==> src/ll1_table_parse_engine_assert.svh <==
// Assertion helpers for the parse engine.
`ifndef LL1_TABLE_PARSE_ENGINE_ASSERT_SVH
`define LL1_TABLE_PARSE_ENGINE_ASSERT_SVH

// Same-cycle implication under reset.
`define LL1_ASSERT_NOW(lbl, clk, rstn, ante, cons) \
    lbl: assert property (@(posedge clk) disable iff (!rstn) (ante) |-> (cons)) \
        else $error("assertion failed");

// Next-cycle implication under reset.
`define LL1_ASSERT_NEXT(lbl, clk, rstn, ante, cons) \
    lbl: assert property (@(posedge clk) disable iff (!rstn) (ante) |=> (cons)) \
        else $error("assertion failed");

`endif

==> src/ll1tpe_ram.sv <==
`default_nettype none
module ll1tpe_ram #(
    parameter int DEPTH = 64,
    parameter int WIDTH = 7,
    parameter int AW    = (DEPTH > 1) ? $clog2(DEPTH) : 1
) (
    input  wire logic             aclk,
    input  wire logic             wr_en,
    input  wire logic [AW-1:0]    wr_addr,
    input  wire logic [WIDTH-1:0] wr_data,
    input  wire logic [AW-1:0]    rd_addr,
    output logic      [WIDTH-1:0] rd_data
);
    logic [WIDTH-1:0] mem [DEPTH];
    logic [WIDTH-1:0] rd_data_reg;

    always_ff @(posedge aclk) begin
        if (wr_en) begin
            mem[wr_addr] <= wr_data;
        end
    end

    always_ff @(posedge aclk) begin
        rd_data_reg <= mem[rd_addr];
    end

    assign rd_data = rd_data_reg;
endmodule
`default_nettype wire
==> config.mk <==
export PLATFORM = sky130hd
export DESIGN_NAME = ll1tpe_ram
export DESIGN_NICKNAME = d
export VERILOG_FILES = /design/src/ll1_table_parse_engine_assert.svh /design/src/ll1tpe_ram.sv
export SDC_FILE = /design/constraint.sdc
export NUM_CORES = 1
export LEC_CHECK = 0
export BUFFER_PORTS_ARGS = -buffer_cell sky130_fd_sc_hd__buf_2
export CAP_MARGIN = 30
export CORE_UTILIZATION = 30
export CTS_CLUSTER_SIZE = 16
export DETAILED_ROUTE_END_ITERATION = 8
export HOLD_SLACK_MARGIN = 0.02
export PLACE_DENSITY = 0.54
export SYNTH_ARGS = -nofsm -noshare
export SYNTH_HDL_FRONTEND = slang
export SYNTH_SLANG_ARGS = --single-unit
==> constraint.sdc <==
create_clock -name aclk -period 4.5 [get_ports aclk]
set_clock_uncertainty 0.1 [all_clocks]
set_input_delay 0.675 -clock aclk [delete_from_list [all_inputs] [get_ports aclk]]
set_output_delay 0.675 -clock aclk [all_outputs]
set_load 0.1 [all_outputs]
==> results.py <==
metrics = {
    "clocking": {
        "post_cts_resized": 0,
        "numCtsBuffers": 47,
        "clk_latency_ns": 0.56,
        "holdBufCountCts": 0,
        "clockBufferDepth": 3,
        "clk_pin_slew_ns": 0.06,
        "ctsHtreeMaxLevel": 2,
        "post_cts_buffers": 0,
        "cts-root-buf": "clkbuf_16",
        "cts.sinks": 455,
        "cts_tree": "yes",
    },
    "final_layout": {
        "drive_gt1_share_pct": 24.7,
        "multi_input_area_mm2": 0.00377,
        "regArea_mm2": 0.0136,
        "layout_commonest_cell": "edfxtp_1",
        "final_cell_mix": "448 x edfxtp_1, 112 x mux4_2, 76 x nor2_1, 49 x clkbuf_16, 24 x buf_2",
        "utilization_pct": 34.8,
        "largest_register_ff_count": 448,
        "num-nets-final": 899,
        "nFillCells": 5410,
        "area_delta_synth_final_pct": 14.4,
    },
    "sta": {
        "worst_pin_slew_ns": 0.957,
        "hold_slack_ns": 0.401,
        "grt_setup_unrepaired": "false",
        "setup_tns_ns": 0,
        "slew_headroom_pct": 36.2,
        "setup_violations": 0,
        "max_freq_mhz": 369,
        "finalHoldViolCount": 0,
        "drv_slew": 0,
        "min_period_ns": 2.71,
        "period_share_pct": 60.2,
    },
    "worst_setup_path": {
        "cp.required_ns": 4.84,
        "end_kind": "register",
        "slowest_delay_ns": 0.55,
        "cp_slowest_cell": "buf_6",
        "arrival_ns": 3.05,
        "worstReg2RegStart": "mem[55][4]",
        "cp_cell_sequence": "buf_6 > buf_4 > mux4_2 > mux2i_1 > a21oi_1 > a32o_1",
        "crit_path_start_kind": "input port",
        "cp-startpoint": "rd_addr[0]",
        "worstPathMaxFanout": 50,
        "path_class": "input port to register",
    },
    "synthesis": {
        "synth_area_leader_cell": "edfxtp_1",
        "syn_avg_cell_area_um2": 21.3,
        "synth_top_cell_area_share_pct": 76.3,
        "synth.yosys.warnings": 0,
        "synth-seq-cells": 455,
        "synthArstFlopShare_pct": 0,
        "synth-main-ff-cell": "edfxtp_1",
        "synthesis.area_mm2": 0.0176,
        "synth_seq_area_share_pct": 77.1,
        "synth_edf_count": 448,
        "syn_inst": 827,
        "synth.area.top_cells": "edfxtp_1 76%, mux4_2 14%, nor2_1 1.6%",
        "synthDistinctLibCells": 38,
        "syn_nets": 848,
    },
    "floorplanning": {
        "fp.dieW_um": 244,
        "initial_core_util_pct": 30.5,
        "core_mm2": 0.0579,
        "die_area_mm2": 0.0598,
        "io-pin-count": 28,
        "fp.dieH_um": 244,
        "std_cell_rows": 88,
    },
    "worst_hold_path": {
        "hold_path_class": "input port to register",
        "min_from": "rd_addr[5]",
    },
    "pwr": {
        "power_density_mw_per_mm2": 444,
        "leakagePower_nw": 6.16,
        "worst_ir_drop_vdd_v": 0.000225,
    },
    "flow_run": {
        "cap_violations": 0,
    },
    "route": {
        "via_count": 8289,
        "first_pass_iters": 5,
        "drc": 0,
        "wl_per_cell_um": 24.6,
        "first_iter_violations": 795,
        "detail-route-antenna-nets": 0,
        "viasPerCell": 4.93,
        "routed_wl_um": 41400,
    },
    "run_status": {
        "status": "finished, final reports clean",
    },
    "global_routing": {
        "grt-ovfl-total": 0,
        "antenna_found_initial": 3,
        "grt_pass1_vias": 8673,
        "grt_max_degree": 65,
        "grt_pass1_wl_um": 60800,
        "grt_use_total_pct": 14.0,
    },
    "place": {
        "place_congestion": 0.787,
        "hpwl_um": 26100,
        "port_buffers": 27,
    },
}
## layout make-up
cell class | instances | share of cell area, %
clock buffers | 65 | 6.47
multi-input cells | 325 | 18.7
well taps | 765 | 4.74
repair buffers | 47 | 1.78
inverters | 2 | 0.0372
flip-flops and latches | 455 | 67.4
clock inverters | 22 | 0.881
diodes | 1 | 0.0124
## path summary, 6_finish.rpt
kind | depth (start not counted) | slack, ns | to
max | 6 | 1.79 | rd_data[5]
min | 2 | 0.40 | rd_data[2]
max reg2reg | 4 | 2.51 | rd_data[4]
min reg2reg | 4 | 0.78 | rd_data[3]
## stage by stage
step / cell area, µm² / setup slack, ns / total power [mW] / cells
2_1_floorplan: 17600 / 2.18 / 5.09 / 827
3_3_place_gp: 18600 / 1.18 / 5.29 / 1590
3_5_place_dp: 18700 / 1.17 / 5.30 / 1594
4_1_cts: 20200 / 1.75 / 9.04 / 1681
5_1_grt: 20200 / 1.67 / 9.21 / 1682
6_report: 20200 / 1.79 / 8.96 / 1682
## synth_stat cells (3+ instances only)
cell type and instances:
a211oi_1 4, nand3_1 9, o31ai_1 8, mux4_2 112
o22ai_1 12, nand2_1 8, buf_6 6, nor2_1 76
nor3_1 8, a21oi_1 7, nor3b_1 3, buf_4 5
clkbuf_1 18, nor2b_1 5, a22o_1 3, and3b_1 3
edfxtp_1 448, o21ai_1 5, nand2b_1 6, dfxtp_1 7
o221ai_1 9, buf_2 15, nand3b_1 4, o21ai_0 3
mux2i_1 16, a22oi_1 8
## cells by family after synthesis
kind of cell	count (synthesis)	synth area share (%)
buffers and inverters	47	1.53
AO/OA/AOI/OAI	65	2.62
AND/OR/NAND/NOR	130	3.43
flip-flops	455	77.1
multiplexers	130	15.3
## report_power, final
group | internal [mW] | switching (mW) | total [mW] | leakage, nW
clock | 2.20 | 1.56 | 3.75 | 0.720
sequential | 4.69 | 0.0143 | 4.71 | 4.09
combinational | 0.161 | 0.336 | 0.497 | 1.35
total | 7.05 | 1.91 | 8.96 | 6.16
## layer usage
| metal | global-route usage [%] | wire length, µm | vias to the layer above |
|---|---|---|---|
| met4 | 5.57 | 1470 | 4 |
| met2 | 22.8 | 20100 | 233 |
| li1 | - | - | 3579 |
| met3 | 2.37 | 2170 | 78 |
| met5 | 0 | 23 | - |
| met1 | 18.7 | 17600 | 4395 |
## critical path, delay by kind of cell
| kind | cells | cell delay (ns) |
|---|---|---|
| buffers and inverters | 2 | 0.92 |
| multiplexers | 2 | 0.98 |
| AO/OA/AOI/OAI | 2 | 0.45 |
(Power assumes the default switching activity.)
